### config.mk
export PLATFORM = sky130hd
export DESIGN_NAME = route_redistribution_filter_unit_flat
export DESIGN_NICKNAME = d
export VERILOG_FILES = /design/src/rtl/core/rrf_pkg.sv /design/src/rtl/core/rrf_if.sv /design/src/rtl/core/rrf_rule_lanes.sv /design/src/rtl/core/route_redistribution_filter_unit.sv /design/src/flat_wrapper.sv
export SDC_FILE = /design/constraint.sdc
export NUM_CORES = 2
export LEC_CHECK = 0
export ABC_AREA = 1
export BUFFER_PORTS_ARGS = -buffer_cell sky130_fd_sc_hd__buf_2
export CAP_MARGIN = 30
export CORE_MARGIN = 10
export CORE_UTILIZATION = 50
export CTS_CLUSTER_DIAMETER = 150
export CTS_CLUSTER_SIZE = 40
export DETAILED_ROUTE_END_ITERATION = 8
export PLACE_DENSITY = 0.72
export SETUP_SLACK_MARGIN = 0.4
export SLEW_MARGIN = 20
export SYNTH_ARGS = -nofsm -noshare
export SYNTH_HDL_FRONTEND = slang
export SYNTH_SLANG_ARGS = --single-unit
export TNS_END_PERCENT = 100
### constraint.sdc
create_clock -name clk -period 15.9 [get_ports clk]
set_input_delay 3.18 -clock clk [delete_from_list [all_inputs] [get_ports clk]]
set_output_delay 3.18 -clock clk [all_outputs]
set_load 0.005 [all_outputs]
### src/rtl/core/rrf_pkg.sv
// Shared types and constants for the route redistribution filter.
// No dependencies; imported by the channel interfaces and all modules.
`default_nettype none
package rrf_pkg;

  localparam int DEFAULT_RULE_DEPTH = 16;

  // lanes per first-match group in the priority search
  localparam int LANE_GROUP = 16;
  localparam int LG_W       = 4;

  localparam logic [2:0] KIND_LABEL     = 3'd0;
  localparam logic [2:0] KIND_STATIC    = 3'd1;
  localparam logic [2:0] KIND_CONNECTED = 3'd2;
  localparam logic [2:0] KIND_ADDRESS   = 3'd3;
  localparam logic [2:0] KIND_DEFAULT   = 3'd4;

  // bit positions in route_origin
  localparam int ORIG_DYNAMIC   = 0;
  localparam int ORIG_STATIC    = 1;
  localparam int ORIG_CONNECTED = 2;

  typedef struct packed {
    logic [2:0]  kind;
    logic        negate;
    logic [31:0] addr;
    logic [31:0] mask;
    logic [15:0] label;
  } rule_t;

  typedef struct packed {
    logic [31:0] addr;
    logic [15:0] label;
    logic [5:0]  plen;
    logic [2:0]  origin;
  } query_t;

endpackage
`default_nettype wire

### src/rtl/core/rrf_if.sv
// Valid/ready channel interfaces for the filter's input and result streams.
// Depends on rrf_pkg only for the default table depth.
`default_nettype none
interface rrf_in_if
  import rrf_pkg::*;
#(
  parameter int IW = $clog2(DEFAULT_RULE_DEPTH)
);
  logic          valid;
  logic          ready;
  logic          action;
  logic [IW-1:0] rule_index;
  logic [2:0]    rule_kind;
  logic          rule_negate;
  logic [31:0]   address;
  logic [31:0]   rule_mask;
  logic [31:0]   rule_metric;
  logic [15:0]   label;
  logic [5:0]    prefix_length;
  logic [2:0]    route_origin;

  modport source (
    output valid, action, rule_index, rule_kind, rule_negate, address,
           rule_mask, rule_metric, label, prefix_length, route_origin,
    input  ready
  );
  modport sink (
    input  valid, action, rule_index, rule_kind, rule_negate, address,
           rule_mask, rule_metric, label, prefix_length, route_origin,
    output ready
  );
endinterface

interface rrf_out_if
  import rrf_pkg::*;
#(
  parameter int RW = $clog2(DEFAULT_RULE_DEPTH + 1)
);
  logic          valid;
  logic          ready;
  logic          redistribute;
  logic          metric_valid;
  logic [31:0]   metric;
  logic [RW-1:0] deciding_rule;

  modport source (
    output valid, redistribute, metric_valid, metric, deciding_rule,
    input  ready
  );
  modport sink (
    input  valid, redistribute, metric_valid, metric, deciding_rule,
    output ready
  );
endinterface
`default_nettype wire

### src/rtl/core/rrf_rule_lanes.sv
// Rule table lanes: one lane per entry holds the decoded rule and compares it
// against the current route in parallel. Depends on rrf_pkg.
`default_nettype none
module rrf_rule_lanes
  import rrf_pkg::*;
#(
  parameter int RULE_DEPTH = DEFAULT_RULE_DEPTH,
  parameter int IW = (RULE_DEPTH > 1) ? $clog2(RULE_DEPTH) : 1,
  parameter int RW = $clog2(RULE_DEPTH + 1)
) (
  input  wire logic                  clk,
  input  wire logic                  wr_en,
  input  wire logic [IW-1:0]         wr_idx,
  input  wire rule_t                 wr_rule,
  input  wire query_t                query,
  input  wire logic                  classify,
  input  wire logic [RW-1:0]         rules_in_use,
  output logic      [RULE_DEPTH-1:0] decide,
  output logic      [RULE_DEPTH-1:0] accept,
  output logic      [RULE_DEPTH-1:0] mval
);

  logic [2:0]  kind_r   [RULE_DEPTH];
  logic        neg_r    [RULE_DEPTH];
  logic [15:0] label_r  [RULE_DEPTH];
  logic [31:0] amask_r  [RULE_DEPTH];
  logic [31:0] mask_r   [RULE_DEPTH];
  logic [5:0]  mlen_r   [RULE_DEPTH];
  logic        zero_r   [RULE_DEPTH];

  // mask length: 32 minus trailing zeros, found by isolating the lowest set bit
  logic [31:0] low_bit;
  logic [4:0]  low_pos;
  logic [5:0]  wr_mlen;

  always_comb begin
    low_bit = wr_rule.mask & (~wr_rule.mask + 32'd1);
    low_pos = '0;
    for (int j = 0; j < 32; j++) begin
      if (low_bit[j]) low_pos = low_pos | 5'(j);
    end
    wr_mlen = (wr_rule.mask == 32'd0) ? 6'd0 : (6'd32 - {1'b0, low_pos});
  end

  always_ff @(posedge clk) begin
    if (wr_en) begin
      kind_r[wr_idx]  <= wr_rule.kind;
      neg_r[wr_idx]   <= wr_rule.negate;
      label_r[wr_idx] <= wr_rule.label;
      amask_r[wr_idx] <= wr_rule.addr & wr_rule.mask;
      mask_r[wr_idx]  <= wr_rule.mask;
      mlen_r[wr_idx]  <= wr_mlen;
      zero_r[wr_idx]  <= (wr_rule.addr == 32'd0) && (wr_rule.mask == 32'd0);
    end
  end

  logic is_def;
  logic dyn;
  assign is_def = (query.addr == 32'd0) && (query.plen == 6'd0);
  assign dyn    = query.origin[ORIG_DYNAMIC];

  always_comb begin
    logic hit;
    logic stop;
    for (int i = 0; i < RULE_DEPTH; i++) begin
      hit  = 1'b0;
      stop = 1'b0;
      case (kind_r[i])
        KIND_LABEL:     hit = (query.label == label_r[i]);
        KIND_STATIC:    hit = !is_def && !dyn && query.origin[ORIG_STATIC];
        KIND_CONNECTED: hit = !is_def && !dyn && query.origin[ORIG_CONNECTED];
        KIND_ADDRESS: begin
          if (!dyn) begin
            if (zero_r[i]) begin
              hit  = is_def;
              stop = !is_def;
            end else begin
              hit = ((query.addr & mask_r[i]) == amask_r[i]) &&
                    (query.plen >= mlen_r[i]);
            end
          end
        end
        KIND_DEFAULT:   hit = is_def;
        default:        hit = 1'b0;
      endcase
      decide[i] = classify && (RW'(i) < rules_in_use) && (hit || stop);
      accept[i] = hit && !neg_r[i];
      mval[i]   = hit;
    end
  end

endmodule
`default_nettype wire

### src/rtl/core/route_redistribution_filter_unit.sv
// Top level of the route redistribution filter: pipeline control, first-match
// search and metric memory. Depends on rrf_pkg, rrf_if and rrf_rule_lanes.
//
//  channel | modport           | moves
//  in_ch   | rrf_in_if.sink    | classify or rule-write transactions
//  out_ch  | rrf_out_if.source | one result per input transaction
//  cfg_*   | write only        | rules_in_use register
//
// One transaction per cycle while out_ch does not stall; a result passes the
// input register, parallel rule lanes, per-group first match, group pick,
// then the metric memory read into the output register.
// Reset clears the stage valid bits and rules_in_use; the rule table is
// left as is. A stall on out_ch backs up one stage per cycle, and in_ch.ready
// falls only once all stages are full.
`default_nettype none
module route_redistribution_filter_unit
  import rrf_pkg::*;
#(
  parameter int RULE_DEPTH = DEFAULT_RULE_DEPTH
) (
  input  wire logic                                     clk,
  input  wire logic                                     rst_n,
  rrf_in_if.sink                                        in_ch,
  rrf_out_if.source                                     out_ch,
  input  wire logic                                     cfg_we,
  input  wire logic [$clog2(RULE_DEPTH + 1)-1:0]        cfg_wdata
);

  localparam int IW = (RULE_DEPTH > 1) ? $clog2(RULE_DEPTH) : 1;
  localparam int RW = $clog2(RULE_DEPTH + 1);
  localparam int NG = (RULE_DEPTH + LANE_GROUP - 1) / LANE_GROUP;

  logic [RW-1:0] cfg_r;

  always_ff @(posedge clk) begin
    if (!rst_n) begin
      cfg_r <= '0;
    end else if (cfg_we) begin
      cfg_r <= cfg_wdata;
    end
  end

  // stage valids and handshake
  logic s0_v_r, s1_v_r, s2_v_r, s3_v_r, out_v_r;
  logic s0_v_nxt, s1_v_nxt, s2_v_nxt, s3_v_nxt, out_v_nxt;
  logic in_take, s1_take, s2_take, s3_take, out_load;

  assign out_load = s3_v_r && (!out_v_r || out_ch.ready);
  assign s3_take  = s2_v_r && (!s3_v_r || out_load);
  assign s2_take  = s1_v_r && (!s2_v_r || s3_take);
  assign s1_take  = s0_v_r && (!s1_v_r || s2_take);
  assign in_ch.ready = !s0_v_r || s1_take;
  assign in_take  = in_ch.valid && in_ch.ready;

  always_comb begin
    s0_v_nxt  = in_take  ? 1'b1 : (s1_take  ? 1'b0 : s0_v_r);
    s1_v_nxt  = s1_take  ? 1'b1 : (s2_take  ? 1'b0 : s1_v_r);
    s2_v_nxt  = s2_take  ? 1'b1 : (s3_take  ? 1'b0 : s2_v_r);
    s3_v_nxt  = s3_take  ? 1'b1 : (out_load ? 1'b0 : s3_v_r);
    out_v_nxt = out_load ? 1'b1 : (out_ch.ready ? 1'b0 : out_v_r);
  end

  always_ff @(posedge clk) begin
    if (!rst_n) begin
      s0_v_r  <= 1'b0;
      s1_v_r  <= 1'b0;
      s2_v_r  <= 1'b0;
      s3_v_r  <= 1'b0;
      out_v_r <= 1'b0;
    end else begin
      s0_v_r  <= s0_v_nxt;
      s1_v_r  <= s1_v_nxt;
      s2_v_r  <= s2_v_nxt;
      s3_v_r  <= s3_v_nxt;
      out_v_r <= out_v_nxt;
    end
  end

  // stage 0: input register
  logic          s0_act_r;
  logic [IW-1:0] s0_idx_r;
  rule_t         s0_rule_r;
  logic [31:0]   s0_metric_r;
  logic [5:0]    s0_plen_r;
  logic [2:0]    s0_orig_r;

  always_ff @(posedge clk) begin
    if (in_take) begin
      s0_act_r         <= in_ch.action;
      s0_idx_r         <= in_ch.rule_index;
      s0_rule_r.kind   <= in_ch.rule_kind;
      s0_rule_r.negate <= in_ch.rule_negate;
      s0_rule_r.addr   <= in_ch.address;
      s0_rule_r.mask   <= in_ch.rule_mask;
      s0_rule_r.label  <= in_ch.label;
      s0_metric_r      <= in_ch.rule_metric;
      s0_plen_r        <= in_ch.prefix_length;
      s0_orig_r        <= in_ch.route_origin;
    end
  end

  query_t s0_query;
  logic   s0_wok;
  assign s0_query = '{addr: s0_rule_r.addr, label: s0_rule_r.label,
                      plen: s0_plen_r, origin: s0_orig_r};
  assign s0_wok   = {1'b0, s0_idx_r} < (IW + 1)'(RULE_DEPTH);

  logic [RULE_DEPTH-1:0] lane_decide, lane_accept, lane_mval;

  // table write commits as the write leaves stage 0, so every later route
  // sees it and every earlier one has already been compared
  rrf_rule_lanes #(
    .RULE_DEPTH (RULE_DEPTH),
    .IW         (IW),
    .RW         (RW)
  ) u_lanes (
    .clk          (clk),
    .wr_en        (s1_take && s0_act_r && s0_wok),
    .wr_idx       (s0_idx_r),
    .wr_rule      (s0_rule_r),
    .query        (s0_query),
    .classify     (!s0_act_r),
    .rules_in_use (cfg_r),
    .decide       (lane_decide),
    .accept       (lane_accept),
    .mval         (lane_mval)
  );

  // stage 1: lane decisions plus write data for the metric memory
  logic [RULE_DEPTH-1:0] s1_dec_r, s1_acc_r, s1_mv_r;
  logic                  s1_wr_r, s2_wr_r, s3_wr_r;
  logic [IW-1:0]         s1_widx_r, s2_widx_r, s3_widx_r;
  logic [31:0]           s1_wmet_r, s2_wmet_r, s3_wmet_r;

  always_ff @(posedge clk) begin
    if (s1_take) begin
      s1_dec_r  <= lane_decide;
      s1_acc_r  <= lane_accept;
      s1_mv_r   <= lane_mval;
      s1_wr_r   <= s0_act_r && s0_wok;
      s1_widx_r <= s0_idx_r;
      s1_wmet_r <= s0_metric_r;
    end
  end

  // stage 2: first deciding lane inside each group
  logic            grp_found [NG];
  logic [LG_W-1:0] grp_loc   [NG];
  logic            grp_acc   [NG];
  logic            grp_mv    [NG];

  always_comb begin
    int lane;
    for (int g = 0; g < NG; g++) begin
      grp_found[g] = 1'b0;
      grp_loc[g]   = '0;
      grp_acc[g]   = 1'b0;
      grp_mv[g]    = 1'b0;
      for (int j = LANE_GROUP - 1; j >= 0; j--) begin
        lane = g * LANE_GROUP + j;
        if (lane < RULE_DEPTH) begin
          if (s1_dec_r[lane]) begin
            grp_found[g] = 1'b1;
            grp_loc[g]   = LG_W'(j);
            grp_acc[g]   = s1_acc_r[lane];
            grp_mv[g]    = s1_mv_r[lane];
          end
        end
      end
    end
  end

  logic            s2_found_r [NG];
  logic [LG_W-1:0] s2_loc_r   [NG];
  logic            s2_acc_r   [NG];
  logic            s2_mv_r    [NG];

  always_ff @(posedge clk) begin
    if (s2_take) begin
      s2_found_r <= grp_found;
      s2_loc_r   <= grp_loc;
      s2_acc_r   <= grp_acc;
      s2_mv_r    <= grp_mv;
      s2_wr_r    <= s1_wr_r;
      s2_widx_r  <= s1_widx_r;
      s2_wmet_r  <= s1_wmet_r;
    end
  end

  // stage 3: first deciding group
  logic          pick_found, pick_acc, pick_mv;
  logic [IW-1:0] pick_idx;

  always_comb begin
    pick_found = 1'b0;
    pick_acc   = 1'b0;
    pick_mv    = 1'b0;
    pick_idx   = '0;
    for (int g = NG - 1; g >= 0; g--) begin
      if (s2_found_r[g]) begin
        pick_found = 1'b1;
        pick_acc   = s2_acc_r[g];
        pick_mv    = s2_mv_r[g];
        pick_idx   = IW'(g * LANE_GROUP + int'(s2_loc_r[g]));
      end
    end
  end

  logic          s3_found_r, s3_acc_r, s3_mv_r;
  logic [IW-1:0] s3_idx_r;

  always_ff @(posedge clk) begin
    if (s3_take) begin
      s3_found_r <= pick_found;
      s3_acc_r   <= pick_acc;
      s3_mv_r    <= pick_mv;
      s3_idx_r   <= pick_idx;
      s3_wr_r    <= s2_wr_r;
      s3_widx_r  <= s2_widx_r;
      s3_wmet_r  <= s2_wmet_r;
    end
  end

  // metric memory: written as a write leaves stage 3, read as a route does,
  // which keeps it in step with the lane table
  logic [31:0]   metric_mem [RULE_DEPTH];
  logic [31:0]   out_met_q_r;
  logic          out_acc_r, out_mv_r;
  logic [RW-1:0] out_rule_r;

  always_ff @(posedge clk) begin
    if (out_load && s3_wr_r) begin
      metric_mem[s3_widx_r] <= s3_wmet_r;
    end
    if (out_load) begin
      out_met_q_r <= metric_mem[s3_idx_r];
      out_acc_r   <= s3_found_r && s3_acc_r;
      out_mv_r    <= s3_found_r && s3_mv_r;
      out_rule_r  <= s3_found_r ? RW'(s3_idx_r) : RW'(RULE_DEPTH);
    end
  end

  assign out_ch.valid         = out_v_r;
  assign out_ch.redistribute  = out_acc_r;
  assign out_ch.metric_valid  = out_mv_r;
  assign out_ch.metric        = out_mv_r ? out_met_q_r : 32'd0;
  assign out_ch.deciding_rule = out_rule_r;

`ifndef SYNTHESIS
  a_accept_has_metric: assert property (@(posedge clk) disable iff (!rst_n)
    out_v_r && out_acc_r |-> out_mv_r)
    else $error("accepted route without a metric");

  a_metric_rule_in_table: assert property (@(posedge clk) disable iff (!rst_n)
    out_v_r && out_mv_r |-> out_rule_r < RW'(RULE_DEPTH))
    else $error("metric reported without a deciding rule");

  a_out_fed_by_stage3: assert property (@(posedge clk) disable iff (!rst_n)
    $rose(out_v_r) |-> $past(s3_v_r))
    else $error("result appeared without a transaction in the last stage");

  a_read_holds_on_stall: assert property (@(posedge clk) disable iff (!rst_n)
    out_v_r && !out_ch.ready |=> $stable(out_ch.metric) && $stable(out_rule_r))
    else $error("result changed during a stall");

  a_stage0_holds: assert property (@(posedge clk) disable iff (!rst_n)
    s0_v_r && !s1_take |=> s0_v_r)
    else $error("stage 0 transaction dropped while stalled");
`endif

endmodule
`default_nettype wire
### src/flat_wrapper.sv
// flat-port wrapper written by rule: the top's interface ports become plain ports
module route_redistribution_filter_unit_flat import rrf_pkg::*;
#(
  parameter int RULE_DEPTH = DEFAULT_RULE_DEPTH
)
  (clk, rst_n, cfg_we, cfg_wdata, in_ch_valid, in_ch_action, in_ch_rule_index, in_ch_rule_kind, in_ch_rule_negate, in_ch_address, in_ch_rule_mask, in_ch_rule_metric, in_ch_label, in_ch_prefix_length, in_ch_route_origin, in_ch_ready, out_ch_valid, out_ch_redistribute, out_ch_metric_valid, out_ch_metric, out_ch_deciding_rule, out_ch_ready);
  rrf_in_if in_ch_i ();
  rrf_out_if out_ch_i ();
  input  wire logic clk;
  input  wire logic rst_n;
  input  wire logic cfg_we;
  input  wire logic [$clog2(RULE_DEPTH + 1)-1:0] cfg_wdata;
  input wire logic [$bits(in_ch_i.valid)-1:0] in_ch_valid;
  input wire logic [$bits(in_ch_i.action)-1:0] in_ch_action;
  input wire logic [$bits(in_ch_i.rule_index)-1:0] in_ch_rule_index;
  input wire logic [$bits(in_ch_i.rule_kind)-1:0] in_ch_rule_kind;
  input wire logic [$bits(in_ch_i.rule_negate)-1:0] in_ch_rule_negate;
  input wire logic [$bits(in_ch_i.address)-1:0] in_ch_address;
  input wire logic [$bits(in_ch_i.rule_mask)-1:0] in_ch_rule_mask;
  input wire logic [$bits(in_ch_i.rule_metric)-1:0] in_ch_rule_metric;
  input wire logic [$bits(in_ch_i.label)-1:0] in_ch_label;
  input wire logic [$bits(in_ch_i.prefix_length)-1:0] in_ch_prefix_length;
  input wire logic [$bits(in_ch_i.route_origin)-1:0] in_ch_route_origin;
  output wire logic [$bits(in_ch_i.ready)-1:0] in_ch_ready;
  output wire logic [$bits(out_ch_i.valid)-1:0] out_ch_valid;
  output wire logic [$bits(out_ch_i.redistribute)-1:0] out_ch_redistribute;
  output wire logic [$bits(out_ch_i.metric_valid)-1:0] out_ch_metric_valid;
  output wire logic [$bits(out_ch_i.metric)-1:0] out_ch_metric;
  output wire logic [$bits(out_ch_i.deciding_rule)-1:0] out_ch_deciding_rule;
  input wire logic [$bits(out_ch_i.ready)-1:0] out_ch_ready;
  assign in_ch_i.valid = in_ch_valid;
  assign in_ch_i.action = in_ch_action;
  assign in_ch_i.rule_index = in_ch_rule_index;
  assign in_ch_i.rule_kind = in_ch_rule_kind;
  assign in_ch_i.rule_negate = in_ch_rule_negate;
  assign in_ch_i.address = in_ch_address;
  assign in_ch_i.rule_mask = in_ch_rule_mask;
  assign in_ch_i.rule_metric = in_ch_rule_metric;
  assign in_ch_i.label = in_ch_label;
  assign in_ch_i.prefix_length = in_ch_prefix_length;
  assign in_ch_i.route_origin = in_ch_route_origin;
  assign in_ch_ready = in_ch_i.ready;
  assign out_ch_valid = out_ch_i.valid;
  assign out_ch_redistribute = out_ch_i.redistribute;
  assign out_ch_metric_valid = out_ch_i.metric_valid;
  assign out_ch_metric = out_ch_i.metric;
  assign out_ch_deciding_rule = out_ch_i.deciding_rule;
  assign out_ch_i.ready = out_ch_ready;
  route_redistribution_filter_unit #(.RULE_DEPTH(RULE_DEPTH)) u_core (.clk(clk), .rst_n(rst_n), .in_ch(in_ch_i), .out_ch(out_ch_i), .cfg_we(cfg_we), .cfg_wdata(cfg_wdata));
endmodule
==> results.md <==
- Status: finished, final reports clean
- Pwr per Cell Area: 94.9 mW/mm²
- Port buffer count: 180
- NumNets Final: 8,192
- Netlist cell types: 44
- Least-Margin Pin Slew: 1190 ps
- Arrival time at the worst endpoint: 4920 ps
- Root buffer cell: clkbuf_16
- Syn nets: 8,039
- Die H: 459 µm
- Max-Cap Viols: 0
- Hold Path Depth: 0
- Post-synth ARST share: 0%
- Worst Path Required: 12,720 ps
- Die Wd: 459 µm
- Hold Path Class: flop to flop
- Synth top area share: 71.9%
- Crit end category: output pin
- CTS clk-pin slew, worst paths: 130 ps
- Critical Path Source: out_ch_ready
- Main synth FF type: edfxtp_1
- Routability Congestion: 0.896
- Post-synth EDFFs: 2,310
- Rows: 161
- Count leader, synth: edfxtp_1
- Worst R2R Path Depth: 14
- DR vias/cell: 5.53
- Synthesis-to-layout area growth: 6.69%
- WHS: 428 ps
- Synth top cells by count: 2,310 x edfxtp_1, 1,768 x nand2_1, 911 x inv_1, 573 x nand3_1, 458 x nor2_1
- Routed WL per cell: 21.4 µm
- H-tree levels: 3
- First-pass GRT wire length: 335,000 µm
- Post-layout util: 53.6%
- Synth Instances: 7,802
- Resized cells post-CTS: 0
- Setup crit start kind: primary input
- DP Worst Slack: 7800 ps
- Syn_area_per_cell: 12.4 µm²
- CTS tree: built
- Leak: 38.5 nW
- Register-to-register setup slack: 11,840 ps
- Period minus WS final: 8100 ps
- Unrepaired setup endpoints after global routing: no
- Clk sink count: 2,320
- Setup ws final: 7800 ps
- CTS Buffer Depth: 3
- Die Area: 0.211 mm²
- Top post-synthesis cells by area: edfxtp_1 72%, nand2_1 6.9%, inv_1 3.5%, nand3_1 3.0%, nor2_1 1.8%
- Crit Path Category: primary input to output pin
- Worst reg2reg path startpoint: u_core.s0_rule_r[16]
- F_max: 123 MHz
- Total number of vias: 58,100
- Post-CTS Setup Bufs: 0
- Slew Limit Headroom: 20.6%
- I/O pins: 181
- Overall routed net length: 225,000 µm
- Area of the mapped netlist: 0.0965 mm²
- CTS buffer count: 68
- Starting Density: 50.2%
- Final Slew Violations: 0
- Detail Route Antenna Nets: 0
- Fin Setup TNS: 0 ps
- Cell taking the most area after synthesis: edfxtp_1
- GRT Util Overall: 20.8%
- Initial DRC Count: 5,832
- Vias in the first global route: 56,200
- Post-synthesis register bit count: 2,320
- Cts hold-fix bufs: 0
- Largest net degree at the start of global routing: 215
- YS warnings: 0
- Final HPWL DP: 142,000 µm
- Hold_sp: u_core.s2_wmet_r[5]
- Initial antenna violation count: 8
- Layout cells sized above 1: 7.02%
- Remaining DRCs: 0
- Core area: 0.192 mm²
- Crit path max fanout: 3
- Final worst path period share: 50.9%
- GR Overflow Total: 0
- Later-pin clock latency in the skew report: 780 ps
- Post-synthesis sequential area ratio: 72.1%
- Peak supply drop: 0.0840 mV
- Hold path endpoint: u_core.s3_wmet_r[5]
- # fillers: 15,600
- Worst R2R End: u_core.u_lanes.mlen_r[10][1]
- Final hold violations: 0
- Final setup vio count: 0
- Setup Skew: 47.7 ps
- First-pass iteration count of the detailed router: 8
## per-layer routing
layer | global-route usage (%) | share of wire (%) | routed length, µm | up-vias
li1 | - | - | - | 27100
met1 | 27.0 | 40 | 89500 | 28700
met2 | 35.7 | 49 | 111000 | 2025
met3 | 2.78 | 7.2 | 16200 | 296
met4 | 7.29 | 3.7 | 8340 | 6
met5 | 0 | 0.016 | 37 | -
## cell type report
cell class | instances | area, µm² | area share, %
inverters | 924 | 3470 | 3.37
clock inverters | 4 | 47.5 | 0.0462
repair buffers | 337 | 2250 | 2.19
diodes | 3 | 7.51 | 0.00729
well taps | 2526 | 3160 | 3.07
flip-flops and latches | 2320 | 69600 | 67.6
clock buffers | 86 | 1880 | 1.82
multi-input cells | 4304 | 22600 | 21.9
## cells by family (layout without fill, tap and decap cells)
group / after synthesis / in the layout / share of synthesized area [%]
muxes: 128 / 128 / 1.33
AOI/OAI and AO/OA: 515 / 515 / 3.13
adders and majority gates: 97 / 97 / 1.26
DFF: 2320 / 2320 / 72.1
and+or+nand+nor: 3319 / 3319 / 15.2
buffers and inverters: 1178 / 1351 / 4.80
other: 0 / 3 / 0
xor gates and xnor gates: 245 / 245 / 2.22
## how the worst max path moves through the flow
stage,to,slack (ps),cells after the start
5_1_grt,in_ch_ready,7600,12
3_3_place_gp,in_ch_ready,7690,12
3_5_place_dp,in_ch_ready,7800,12
6_report,in_ch_ready,7800,12
4_1_cts,in_ch_ready,7800,12
2_1_floorplan,u_core.s0_act_r,6180,10
## placed cells by master, fill, tap and decap left out, types with 3 or more instances in the layout
cell,Yosys,routed
a21oi_1,172,172
a221oi_1,4,4
buf_12,0,8
buf_2,130,180
buf_4,0,142
buf_8,0,4
clkbuf_1,109,13
clkbuf_16,0,73
clkinv_1,12,13
dfxtp_1,10,10
diode_2,0,3
edfxtp_1,2310,2310
ha_1,97,97
inv_1,911,906
inv_2,1,5
mux2i_1,128,128
nand2_1,1768,1768
nand3_1,573,573
nand3b_1,131,131
nand4_1,143,143
nand4_2,14,14
nor2_1,458,422
nor2_2,3,4
nor2_4,1,36
nor3_1,88,88
nor3b_1,18,17
nor4_1,30,30
nor4b_1,6,6
o2111ai_1,3,3
o211ai_1,135,135
o21a_1,7,7
o21ai_0,174,174
o21bai_1,10,10
or2_2,80,80
xnor2_1,149,149
xor2_1,96,96
## flip-flops by register name, indices dropped and copies added, names as in the netlist, 32 cells and up
signal,count
u_core.s2_wmet_r,32
u_core.s1_wmet_r,32
u_core.out_met_q_r,32
u_core.s0_metric_r,32
u_core.u_lanes.label_r,256
u_core.metric_mem,512
u_core.s0_rule_r,36
u_core.u_lanes.amask_r,512
u_core.s3_wmet_r,32
u_core.u_lanes.mask_r,512
u_core.s0_query,48
u_core.u_lanes.kind_r,48
u_core.u_lanes.mlen_r,96
## stage by stage
step                total power [mW]  std cells  cell area, µm²
CTS                             9.81      10500          103000
global route                    10.1      10500          103000
floorplan                       7.17       7802           96500
finish                          9.77      10500          103000
global placement                7.34      10400          101000
detailed placement              7.36      10400          101000
## critical path: stages
cell	delay [ps]
buf_2	100
nor2_1	290
inv_1	110
nor2_1	120
inv_1	90
nor2_1	90
inv_1	70
nor2_1	270
inv_1	120
nor2_1	230
inv_1	100
buf_2	140
## where the power goes
group	leakage [nW]	switching (mW)	total, mW	internal [mW]
Combinational	16.2	0.321	0.434	0.112
Sequential	21.3	0.0321	6.79	6.76
Clock	0.934	1.69	2.55	0.856
Total	38.5	2.04	9.77	7.72
Power figures use the tool's default switching activity.
